<file path="src/hw/rtl/gmf_pkg.sv">
// Package of the group fan-out block: widths, constants, entry, push and state types.
// Depends on nothing.
`default_nettype none

package gmf_pkg;

    localparam int ID_W            = 32;
    localparam int GRP_W           = 8;
    localparam int TABLE_DEPTH_DEF = 64;

    // ASCII '0' maps to group zero
    localparam logic [GRP_W-1:0] GROUP_BIAS = 8'd48;

    typedef struct packed {
        logic [ID_W-1:0]  id;
        logic [GRP_W-1:0] grp;
    } gmf_entry_t;

    typedef struct packed {
        logic            valid;
        logic [ID_W-1:0] dest_id;
        logic            last;
    } gmf_push_t;

    typedef enum logic [1:0] {
        ST_IDLE,
        ST_LOOKUP,
        ST_FANOUT
    } gmf_state_t;

endpackage

`default_nettype wire

</file>
<file path="src/hw/rtl/gmf_in_if.sv">
// Message input channel: valid/ready with sender id and first text byte.
// Depends on gmf_pkg.
`default_nettype none

interface gmf_in_if;
    import gmf_pkg::*;

    logic             valid;
    logic             ready;
    logic [ID_W-1:0]  sender_id;
    logic [GRP_W-1:0] first_byte;

    modport source (output valid, output sender_id, output first_byte, input ready);
    modport sink   (input valid, input sender_id, input first_byte, output ready);
endinterface

`default_nettype wire

</file>
<file path="src/hw/rtl/gmf_out_if.sv">
// Forward output channel: valid/ready with destination id and last marker.
// Depends on gmf_pkg.
`default_nettype none

interface gmf_out_if;
    import gmf_pkg::*;

    logic            valid;
    logic            ready;
    logic [ID_W-1:0] dest_id;
    logic            last;

    modport source (output valid, output dest_id, output last, input ready);
    modport sink   (input valid, input dest_id, input last, output ready);
endinterface

`default_nettype wire

</file>
<file path="src/hw/rtl/gmf_table.sv">
// Member table: synchronous memory of id and group entries, registered read.
// Depends on gmf_pkg.
`default_nettype none

module gmf_table #(
    parameter int DEPTH = gmf_pkg::TABLE_DEPTH_DEF,
    parameter int IDX_W = $clog2(DEPTH)
) (
    input  wire                  clk,
    input  wire                  re,
    input  wire [IDX_W-1:0]      raddr,
    output gmf_pkg::gmf_entry_t  rdata,
    input  wire                  we,
    input  wire [IDX_W-1:0]      waddr,
    input  gmf_pkg::gmf_entry_t  wdata
);
    import gmf_pkg::*;

    gmf_entry_t mem [DEPTH];
    gmf_entry_t rdata_reg;

    // Write port
    always_ff @(posedge clk)
    begin
        if (we)
        begin
            mem[waddr] <= wdata;
        end
    end

    // Read port; data holds while no read is issued
    always_ff @(posedge clk)
    begin
        if (re)
        begin
            rdata_reg <= mem[raddr];
        end
    end

    assign rdata = rdata_reg;

endmodule

`default_nettype wire

</file>
<file path="src/hw/rtl/gmf_out_buf.sv">
// One-entry output register between the scan engine and the forward channel.
// Depends on gmf_pkg and gmf_out_if.
`default_nettype none

module gmf_out_buf (
    input  wire               clk,
    input  wire               rst_n,
    input  gmf_pkg::gmf_push_t push,
    output logic              push_ok,
    gmf_out_if.source         fwd_out
);
    import gmf_pkg::*;

    logic            vld_reg;
    logic            vld_next;
    logic [ID_W-1:0] dest_id_reg;
    logic            last_reg;

    // Take a new result when empty or when the held one leaves this cycle
    assign push_ok = !vld_reg || fwd_out.ready;

    always_comb
    begin
        vld_next = vld_reg;
        if (push.valid)
        begin
            vld_next = 1'b1;
        end
        else if (fwd_out.ready)
        begin
            vld_next = 1'b0;
        end
    end

    always_ff @(posedge clk or negedge rst_n)
    begin
        if (!rst_n)
        begin
            vld_reg <= 1'b0;
        end
        else
        begin
            vld_reg <= vld_next;
        end
    end

    // Load the payload on every push
    always_ff @(posedge clk)
    begin
        if (push.valid)
        begin
            dest_id_reg <= push.dest_id;
            last_reg    <= push.last;
        end
    end

    assign fwd_out.valid   = vld_reg;
    assign fwd_out.dest_id = dest_id_reg;
    assign fwd_out.last    = last_reg;

endmodule

`default_nettype wire

</file>
<file path="src/hw/rtl/gmf_ctrl.sv">
// Scan engine: looks up the sender, registers new members, walks the group.
// Depends on gmf_pkg and gmf_in_if; drives gmf_table and gmf_out_buf.
`default_nettype none

module gmf_ctrl #(
    parameter int DEPTH = gmf_pkg::TABLE_DEPTH_DEF,
    parameter int IDX_W = $clog2(DEPTH),
    parameter int CNT_W = $clog2(DEPTH + 1)
) (
    input  wire                 clk,
    input  wire                 rst_n,
    gmf_in_if.sink              msg_in,
    output logic                re,
    output logic [IDX_W-1:0]    raddr,
    input  gmf_pkg::gmf_entry_t rdata,
    output logic                we,
    output logic [IDX_W-1:0]    waddr,
    output gmf_pkg::gmf_entry_t wdata,
    output gmf_pkg::gmf_push_t  push,
    input  wire                 push_ok
);
    import gmf_pkg::*;

    gmf_state_t       state_reg, state_next;
    logic [CNT_W-1:0] count_reg, count_next;
    logic [CNT_W-1:0] addr_reg, addr_next;
    logic             chk_vld_reg, chk_vld_next;
    logic             pend_vld_reg, pend_vld_next;
    logic [ID_W-1:0]  sender_reg, sender_next;
    logic [GRP_W-1:0] byte_reg, byte_next;
    logic [GRP_W-1:0] grp_reg, grp_next;
    logic [ID_W-1:0]  pend_id_reg, pend_id_next;

    logic issue;
    logic scan_done;
    logic hit;
    logic match;
    logic stall;

    // Scan status
    assign issue     = addr_reg < count_reg;
    assign scan_done = !chk_vld_reg && !issue;
    assign hit       = chk_vld_reg && (rdata.id == sender_reg);
    assign match     = chk_vld_reg && (rdata.grp == grp_reg) && (rdata.id != sender_reg);
    assign stall     = match && pend_vld_reg && !push_ok;

    assign msg_in.ready = (state_reg == ST_IDLE);

    // Next state
    always_comb
    begin
        state_next = state_reg;
        unique case (state_reg)
            ST_IDLE:
            begin
                if (msg_in.valid)
                begin
                    state_next = ST_LOOKUP;
                end
            end
            ST_LOOKUP:
            begin
                if (hit)
                begin
                    state_next = ST_FANOUT;
                end
                else if (scan_done)
                begin
                    state_next = ST_IDLE;
                end
            end
            ST_FANOUT:
            begin
                if (scan_done && (!pend_vld_reg || push_ok))
                begin
                    state_next = ST_IDLE;
                end
            end
            default:
            begin
                state_next = ST_IDLE;
            end
        endcase
    end

    // Memory accesses, pushes and datapath updates
    always_comb
    begin
        count_next    = count_reg;
        addr_next     = addr_reg;
        chk_vld_next  = chk_vld_reg;
        pend_vld_next = pend_vld_reg;
        sender_next   = sender_reg;
        byte_next     = byte_reg;
        grp_next      = grp_reg;
        pend_id_next  = pend_id_reg;
        re            = 1'b0;
        raddr         = addr_reg[IDX_W-1:0];
        we            = 1'b0;
        waddr         = count_reg[IDX_W-1:0];
        wdata.id      = sender_reg;
        wdata.grp     = byte_reg - GROUP_BIAS;
        push          = '0;

        unique case (state_reg)
            ST_IDLE:
            begin
                // Capture the message and restart the scan
                if (msg_in.valid)
                begin
                    sender_next   = msg_in.sender_id;
                    byte_next     = msg_in.first_byte;
                    addr_next     = '0;
                    chk_vld_next  = 1'b0;
                    pend_vld_next = 1'b0;
                end
            end
            ST_LOOKUP:
            begin
                if (hit)
                begin
                    // Sender known: take its group and rescan from the top
                    grp_next     = rdata.grp;
                    addr_next    = '0;
                    chk_vld_next = 1'b0;
                end
                else
                begin
                    re           = issue;
                    chk_vld_next = issue;
                    if (issue)
                    begin
                        addr_next = addr_reg + 1'b1;
                    end
                    // Unknown sender: append unless the table is full
                    if (scan_done && (count_reg < CNT_W'(DEPTH)))
                    begin
                        we         = 1'b1;
                        count_next = count_reg + 1'b1;
                    end
                end
            end
            ST_FANOUT:
            begin
                if (!stall)
                begin
                    re           = issue;
                    chk_vld_next = issue;
                    if (issue)
                    begin
                        addr_next = addr_reg + 1'b1;
                    end
                    // Hold each match until the next one shows it is not the last
                    if (match)
                    begin
                        if (pend_vld_reg)
                        begin
                            push.valid   = 1'b1;
                            push.dest_id = pend_id_reg;
                            push.last    = 1'b0;
                        end
                        pend_id_next  = rdata.id;
                        pend_vld_next = 1'b1;
                    end
                end
                // Release the final match with the last marker
                if (scan_done && pend_vld_reg && push_ok)
                begin
                    push.valid    = 1'b1;
                    push.dest_id  = pend_id_reg;
                    push.last     = 1'b1;
                    pend_vld_next = 1'b0;
                end
            end
            default:
            begin
                push = '0;
            end
        endcase
    end

    // Control registers
    always_ff @(posedge clk or negedge rst_n)
    begin
        if (!rst_n)
        begin
            state_reg    <= ST_IDLE;
            count_reg    <= '0;
            addr_reg     <= '0;
            chk_vld_reg  <= 1'b0;
            pend_vld_reg <= 1'b0;
        end
        else
        begin
            state_reg    <= state_next;
            count_reg    <= count_next;
            addr_reg     <= addr_next;
            chk_vld_reg  <= chk_vld_next;
            pend_vld_reg <= pend_vld_next;
        end
    end

    // Payload registers
    always_ff @(posedge clk)
    begin
        sender_reg  <= sender_next;
        byte_reg    <= byte_next;
        grp_reg     <= grp_next;
        pend_id_reg <= pend_id_next;
    end

endmodule

`default_nettype wire

</file>
<file path="src/hw/rtl/group_membership_fanout.sv">
// Channel   Dir  Payload                          Transfer
// msg_in    in   sender_id[31:0], first_byte[7:0]  valid && ready
// fwd_out   out  dest_id[31:0], last               valid && ready
//
// One message at a time: the input closes at each transfer until the scan ends.
// A new sender is looked up through the stored members, then appended unless
// the table is full; a known sender is found at its index, then the table is
// scanned again for its group, waiting while the forward channel holds ready
// low. All scans go through the single read port of the member table.
// Reset clears the member count and control; table contents need no clearing.
// The next message is taken once the last forward sits in the output register.
//
// Top level of the group fan-out block. Depends on gmf_pkg, gmf_in_if,
// gmf_out_if, gmf_table, gmf_out_buf and gmf_ctrl.
`default_nettype none

module group_membership_fanout #(
    parameter int TABLE_DEPTH = gmf_pkg::TABLE_DEPTH_DEF
) (
    input  wire       clk,
    input  wire       rst_n,
    gmf_in_if.sink    msg_in,
    gmf_out_if.source fwd_out
);
    import gmf_pkg::*;

    localparam int IDX_W = $clog2(TABLE_DEPTH);
    localparam int CNT_W = $clog2(TABLE_DEPTH + 1);

    logic             re;
    logic [IDX_W-1:0] raddr;
    gmf_entry_t       rdata;
    logic             we;
    logic [IDX_W-1:0] waddr;
    gmf_entry_t       wdata;
    gmf_push_t        push;
    logic             push_ok;

    // Member table
    gmf_table #(
        .DEPTH (TABLE_DEPTH),
        .IDX_W (IDX_W)
    ) u_table (
        .clk   (clk),
        .re    (re),
        .raddr (raddr),
        .rdata (rdata),
        .we    (we),
        .waddr (waddr),
        .wdata (wdata)
    );

    // Lookup, registration and fan-out sequencing
    gmf_ctrl #(
        .DEPTH (TABLE_DEPTH),
        .IDX_W (IDX_W),
        .CNT_W (CNT_W)
    ) u_ctrl (
        .clk     (clk),
        .rst_n   (rst_n),
        .msg_in  (msg_in),
        .re      (re),
        .raddr   (raddr),
        .rdata   (rdata),
        .we      (we),
        .waddr   (waddr),
        .wdata   (wdata),
        .push    (push),
        .push_ok (push_ok)
    );

    // Output register
    gmf_out_buf u_out_buf (
        .clk     (clk),
        .rst_n   (rst_n),
        .push    (push),
        .push_ok (push_ok),
        .fwd_out (fwd_out)
    );

endmodule

`default_nettype wire

</file>
<file path="src/flat_wrapper.sv">
// flat-port wrapper written by rule: the top's interface ports become plain ports
module group_membership_fanout_flat import gmf_pkg::*;
#(
    parameter int TABLE_DEPTH = gmf_pkg::TABLE_DEPTH_DEF
)
  (clk, rst_n, msg_in_valid, msg_in_sender_id, msg_in_first_byte, msg_in_ready, fwd_out_valid, fwd_out_dest_id, fwd_out_last, fwd_out_ready);
  gmf_in_if msg_in_i ();
  gmf_out_if fwd_out_i ();
  input  wire clk;
  input  wire rst_n;
  input wire logic [$bits(msg_in_i.valid)-1:0] msg_in_valid;
  input wire logic [$bits(msg_in_i.sender_id)-1:0] msg_in_sender_id;
  input wire logic [$bits(msg_in_i.first_byte)-1:0] msg_in_first_byte;
  output wire logic [$bits(msg_in_i.ready)-1:0] msg_in_ready;
  output wire logic [$bits(fwd_out_i.valid)-1:0] fwd_out_valid;
  output wire logic [$bits(fwd_out_i.dest_id)-1:0] fwd_out_dest_id;
  output wire logic [$bits(fwd_out_i.last)-1:0] fwd_out_last;
  input wire logic [$bits(fwd_out_i.ready)-1:0] fwd_out_ready;
  assign msg_in_i.valid = msg_in_valid;
  assign msg_in_i.sender_id = msg_in_sender_id;
  assign msg_in_i.first_byte = msg_in_first_byte;
  assign msg_in_ready = msg_in_i.ready;
  assign fwd_out_valid = fwd_out_i.valid;
  assign fwd_out_dest_id = fwd_out_i.dest_id;
  assign fwd_out_last = fwd_out_i.last;
  assign fwd_out_i.ready = fwd_out_ready;
  group_membership_fanout #(.TABLE_DEPTH(TABLE_DEPTH)) u_core (.clk(clk), .rst_n(rst_n), .msg_in(msg_in_i), .fwd_out(fwd_out_i));
endmodule
</file>
<file path="config.mk">
export PLATFORM = sky130hd
export DESIGN_NAME = group_membership_fanout_flat
export DESIGN_NICKNAME = d
export VERILOG_FILES = /design/src/hw/rtl/gmf_pkg.sv /design/src/hw/rtl/gmf_in_if.sv /design/src/hw/rtl/gmf_out_if.sv /design/src/hw/rtl/gmf_table.sv /design/src/hw/rtl/gmf_out_buf.sv /design/src/hw/rtl/gmf_ctrl.sv /design/src/hw/rtl/group_membership_fanout.sv /design/src/flat_wrapper.sv
export SDC_FILE = /design/constraint.sdc
export NUM_CORES = 2
export LEC_CHECK = 0
export ABC_AREA = 0
export BUFFER_PORTS_ARGS = -buffer_cell sky130_fd_sc_hd__buf_2
export CAP_MARGIN = 20
export CORE_ASPECT_RATIO = 1.25
export CORE_UTILIZATION = 56
export CTS_BUF_LIST = sky130_fd_sc_hd__clkbuf_4
export DETAILED_ROUTE_END_ITERATION = 10
export PLACE_DENSITY = 0.71
export SLEW_MARGIN = 20
export SYNTH_ARGS = -nofsm -noshare
export SYNTH_HDL_FRONTEND = slang
export SYNTH_SLANG_ARGS = --single-unit
</file>
<file path="constraint.sdc">
create_clock -name clk -period 12 [get_ports clk]
set_input_delay 0.6 -clock clk [delete_from_list [all_inputs] [get_ports clk]]
set_output_delay 0.6 -clock clk [all_outputs]
set_load 0.03 [all_outputs]
</file>
# After elaboration in Yosys (flattened, before gate mapping)
# Memories as Yosys holds them, arrays and structs flattened. A register that Yosys moved wholly into a read port is not among the register bits.
# Index checks and enable logic that the tools add are counted.
dict set report totals {
  regBits 132
  ram_bits 2560
  word_cells 91
  memories 1
}
dict set report op_classes {
  addsub 3
  n_lt_le_gt_ge 2
  n_eq_ne 11
  n_mux 32
  n_bitwise 2
  reduce_logical 28
}
# name depth width read_ports rd_ports_with_merged_regs write_ports line
set mem_list {}
lappend mem_list {u_core.u_table.mem 64 40 1 1 1 gmf_table.sv:19} ;# gmf_entry_t mem [DEPTH];
# operator count
set op_table {}
lappend op_table {{$mux W34} 5}
lappend op_table {{$eq A32 B32 Y1} 1}
lappend op_table {{$ne A32 B32 Y1} 1}
lappend op_table {{$mux W7} 4}
lappend op_table {{$pmux W7 S3} 1}
lappend op_table {{$add A7 B1 Y7 const B} 2}
lappend op_table {{$mux W1} 14}
lappend op_table {{$reduce_and A3 Y1} 4}
lappend op_table {{$logic_and A1 B1 Y1} 10}
lappend op_table {{$ne A3 B3 Y1 const B} 3}
lappend op_table {{$eq A8 B8 Y1} 1}
lappend op_table {{$mux W2} 4}
lappend op_table {{$sub A8 B6 Y8 const B} 1}
lappend op_table {{$lt A7 B7 Y1} 1}
lappend op_table {{$lt A7 B7 Y1 const B} 1}
lappend op_table {{$ne A2 B2 Y1 const B} 3}
lappend op_table {{$pmux W2 S3} 1}
lappend op_table {{$logic_not A1 Y1} 5}
lappend op_table {{$pmux W1 S2} 2}
lappend op_table {{$reduce_and A2 Y1} 2}
lappend op_table {{$reduce_and A4 Y1} 1}
lappend op_table {{$reduce_bool A2 Y1} 2}
lappend op_table {{$pmux W1 S3} 1}
lappend op_table {{$reduce_bool A3 Y1} 1}
lappend op_table {{other kinds (5)} 7}

# Depth between registers and ports, before layout
dict set report depth {
  word_depth 9
  depth_mapped 12
  mapped_depth_nobuf 8
}

# Cells and area by module
# From an unflattened synthesis, not the netlist that was laid out.
dict set report unflattened {
  cells_unflattened 4550
  hier_area_um2 103758.3
}
# module instances cells_each area_per_inst_um2
set by_module_without_submodules {}
lappend by_module_without_submodules {gmf_table 1 4195 98236.7}
lappend by_module_without_submodules {gmf_ctrl 1 319 4483.0}
lappend by_module_without_submodules {gmf_out_buf 1 36 1038.5}

# Worst setup path after synthesis
# Ideal clock, no wire load.
dict set report synth_path {
  kind {reg2reg}
  start {reg u_core.u_ctrl.count_reg[3]}
  end {mem u_core.u_table.mem[63][0] in the netlist's numbering, enable pin}
  setup_ps 438
  t_arrival_ps 4004
  required_ps 11562
  setup_slack_ps 7558
  path_stages_with_launch 10
  path_buffers 1
  synth_period_minus_slack_ps 4442
  cell_sequence {dfrtp_1 -> clkbuf_1 -> inv_1 -> ha_1 -> o21a_1 -> nor2_1 -> o32a_1 -> nor4_2 -> nand3_1 -> nor2_1}
}
dict set report synth_via {
  elab_chain_cells 9
  elab_cells_between_ends 10
  classes_between {order compare (2); mux (5); reduce/logical (3)}
}
# element line
set synth_rtl {}
lappend synth_rtl {{start: declaration} gmf_ctrl.sv:25} ;# logic [CNT_W-1:0] count_reg, count_next;
lappend synth_rtl {{start signal: assignment} gmf_ctrl.sv:196} ;# count_reg <= count_next;
lappend synth_rtl {{$lt A7 B7 Y1} gmf_ctrl.sv:41} ;# assign issue = addr_reg < count_reg;
lappend synth_rtl {{$logic_not A1 Y1} gmf_ctrl.sv:42} ;# assign scan_done = !chk_vld_reg && !issue;
lappend synth_rtl {{$logic_and A1 B1 Y1} gmf_ctrl.sv:42}
lappend synth_rtl {{$logic_and A1 B1 Y1} gmf_ctrl.sv:136} ;# if (scan_done && (count_reg < CNT_W'(DEPTH)))
lappend synth_rtl {{$mux W1} gmf_ctrl.sv:136}
lappend synth_rtl {{$mux W1} gmf_ctrl.sv:120} ;# if (hit)
lappend synth_rtl {{$mux W1} gmf_ctrl.sv:105} ;# unique case (state_reg)
lappend synth_rtl {{$mux W1} gmf_table.sv:25} ;# if (we)
lappend synth_rtl {{$mux W1 (implied by the code)} gmf_table.sv:27} ;# mem[waddr] <= wdata;
lappend synth_rtl {{end: declaration} gmf_table.sv:19}
# Several ways; a longest one is shown, not always the timed one.

# Final worst setup path
dict set report layout_path {
  start {reg u_core.u_ctrl.addr_reg[0]}
  end {reg, netlist name u_core.u_table.rdata[6]}
}
dict set report layout_via {
  elab_chain_cells 3
  elab_cells_between_ends 4
  classes_between {order compare (1); mux (3)}
}
# element line
set layout_rtl {}
lappend layout_rtl {{start: declaration} gmf_ctrl.sv:26} ;# logic [CNT_W-1:0] addr_reg, addr_next;
lappend layout_rtl {{start signal: assignment} gmf_ctrl.sv:197} ;# addr_reg <= addr_next;
lappend layout_rtl {{$lt A7 B7 Y1} gmf_ctrl.sv:41}
lappend layout_rtl {{$mux W1, on equally long branches} {gmf_ctrl.sv:145, gmf_ctrl.sv:120}}
lappend layout_rtl {{$pmux W1 S2} gmf_ctrl.sv:105}
# Several ways; a longest one is shown, not always the timed one.
# A chain may end at the register's enable or synchronous reset.

==> flow_summary.ini <==
[layout]
final_util_pct = 63.51
area_growth_pct = 12.38
stdcell_count = 8121
fin_nets = 5310
layout_common_cells = 2713 x edfxtp_1, 941 x clkbuf_4, 662 x mux4_2
num-fill-cells = 12197
multiInputGateArea_mm2 = 0.02150
final_common_cell = edfxtp_1
largest_reg_flops = 2560
drive_above_1_share_pct = 34.68
ff_latch_area_mm2 = 0.08196

[clock_network]
clk_latency_ns = 1.42
cts_sinks = 2732
cts_tree = yes
numCtsBuffers = 645
cts_resized = 0
htreeDepth = 6
cts_setup_buffers = 0
cts_root_buffer = clkbuf_4
clk_pin_slew_ns = 0.07
ctsHoldBuffers = 84
clockBufferDepth = 4

[global_routing]
grt_pass1_vias = 54011
grt_max_degree = 117
grt_remaining_overflow = 0
antenna_found_initial = 10
grt_pass1_wl_um = 381900
grtUsageTotal_pct = 29.15

[drt]
vias_per_cell = 6.588
routedWlPerCell_um = 33.43
wirelength_um = 271500
ant_nets = 0
vias = 53498
drc_errors = 0
drtIter0Drc = 7723
dr.pass1.iters = 5

[place]
io_buffers = 78
place_inst = 6923
gp_congestion = 0.8384
dp_hpwl_um = 135900

[floorplanning]
rows = 176
start_util_pct = 56.51
fp.coreArea_mm2 = 0.1843
die_y_um = 484.2
die_area_mm2 = 0.1877
io_pins = 79
die_w_um = 387.7

[timing]
rsz0062_at_grt = no
setup_viol = 0
fmax_mhz = 176.7
setup_tns_ns = 0
clock-skew-final_ns = 0.1018
drv_slew = 0
maxSlewHeadroom_pct = 19.60
max_slew.worst_pin.slew_ns = 1.206
layout_min_cycle_time_ns = 5.658
final-hold-violation-count = 0
post-route-period-util_pct = 47.15
fin_hold_ws_ns = 0.1584

[synth]
synthCells = 4521
synth-seq-cells = 2732
synth_top_area_share_pct = 78.22
yosysUniqueCellTypes = 60
yosysTopAreaCell = edfxtp_1
async_reset_ff_share_pct = 0.6955
synthFlopType = edfxtp_1
synth_area_leaders = edfxtp_1 78%, mux4_2 14%, mux2i_1 1.7%
synth_enable_flop_cells = 2713
yosysSeqAreaShare_pct = 78.67
yosys_warnings = 0
synth_nets = 4578
avgSynthCellArea_um2 = 23.04
netlist_area_mm2 = 0.1042

[hold_path]
hold_end = u_core.u_ctrl.state_reg[0]$_DFFE_PN0P_
worst_hold_path_type = in -> reg
worstHoldStart = msg_in_valid
whs_path_depth = 4

[outcome]
status = complete, no violations

[pwr]
p_leak_uw = 0.03646
power_density_mw_per_mm2 = 191.4
power_uw = 22400
ir_worst_vdd_uv = 179.8

[worst_setup_path]
required_ns = 13.13
worstReg2RegStart = u_core.u_ctrl.addr_reg[0]$_DFFE_PN0P_
reg2reg_depth = 9
worstSetupPathType = reg -> reg
r2r_end = u_core.u_table.rdata[6]$_DFFE_PP_
crit_top_cell = buf_4
worstPathArrival_ns = 6.79
crit_chain = buf_12 > buf_4 > buf_4 > mux4_2 > o32ai_1 > a211oi_1 > nor3_1 > buf_4 > a31oi_1
slowest_stage = dfrtp_4
cp_slowest_stage_delay_ns = 0.93
end_kind = flip-flop
cp-start-kind = flip-flop
cp_max_fo = 116
reg2reg_slack_ns = 6.34

[run]
maxCapViolCount = 0
[cell families after synthesis]
logic type / count (synthesis) / share of synthesized area, %
flip-flops: 2732 / 78.67
adder cells (fa/ha/maj): 13 / 0.1562
AND/OR/NAND/NOR: 309 / 1.354
multiplexers: 835 / 15.98
AO/OA/AOI/OAI: 329 / 2.214
XOR/XNOR: 47 / 0.3952
buffers and inverters: 256 / 1.229
[stage by stage]
stage / cell area (um^2) / worst slack [ns]
2_1_floorplan: 104200 / 7.558
3_3_place_gp: 108200 / 6.398
3_5_place_dp: 108200 / 6.328
4_1_cts: 117000 / 6.316
5_1_grt: 117000 / 6.108
6_report: 117100 / 6.342
[critical path, delay by kind of cell (launching register included)]
| family | cells | cell delay (ns) |
|---|---|---|
| compound gates | 3 | 0.39 |
| buf+inv | 4 | 2.65 |
| mux | 1 | 0.59 |
| flops | 1 | 0.93 |
| simple gates | 1 | 0.58 |
[area by class of cell]
class	instances	area share [%]
flip-flops and latches	2732	70.02
multi-input cells	1533	18.37
clock buffers	941	6.035
well taps	2403	2.569
repair buffers	325	2.134
clock inverters	157	0.7814
inverters	16	0.06200
diodes	14	0.02993
[cells in the mapped netlist (all sizes together) (5+ instances only)]
cell type	number
dfrtp	19
and2	35
o21ai	53
a211oi	42
ha	13
nand3	15
clkbuf	109
a31oi	19
mux4	662
a21o	5
or2	8
o211ai	5
xor2	35
buf	131
o221ai	78
xnor2	12
o32ai	5
inv	15
nor2	79
nor3	18
a21oi	27
a2111oi	5
mux2i	173
edfxtp	2713
nand2	119
nand4	6
nor4	12
nand2b	6
o22ai	67
[worst max-delay path by stage]
stage / start / end / slack [ns] / cells past startpoint
4_1_cts: u_core.u_ctrl.addr_reg[0]$_DFFE_PN0P_ / u_core.u_table.rdata[6]$_DFFE_PP_ / 6.32 / 9
5_1_grt: u_core.u_ctrl.addr_reg[0]$_DFFE_PN0P_ / u_core.u_table.rdata[6]$_DFFE_PP_ / 6.11 / 9
3_3_place_gp: u_core.u_ctrl.addr_reg[0]$_DFFE_PN0P_ / u_core.u_table.rdata[6]$_DFFE_PP_ / 6.40 / 9
2_1_floorplan: u_core.u_ctrl.count_reg[3]$_DFFE_PN0P_ / u_core.u_table.mem[63][0]$_DFFE_PP_ / 7.56 / 9
3_5_place_dp: u_core.u_ctrl.addr_reg[0]$_DFFE_PN0P_ / u_core.u_table.rdata[6]$_DFFE_PP_ / 6.33 / 9
6_report: u_core.u_ctrl.addr_reg[0]$_DFFE_PN0P_ / u_core.u_table.rdata[6]$_DFFE_PP_ / 6.34 / 9
[report_power, final]
part           leakage [uW]  internal (uW)  switching, uW  total, uW
Combinational       0.00696           1750           2110       3870
Sequential           0.0247          11000            166      11200
Clock               0.00477           3820           3520       7340
Total                0.0365          16600           5800      22400
[metal layers]
layer	GRT usage (%)	vias up	wire, um
met2	46.34	3856	133000
met4	11.55	0	9962
met1	39.37	27836	96660
met5	0	-	0
met3	6.971	604	31900
li1	-	21202	-
(Power assumes the default switching activity.)
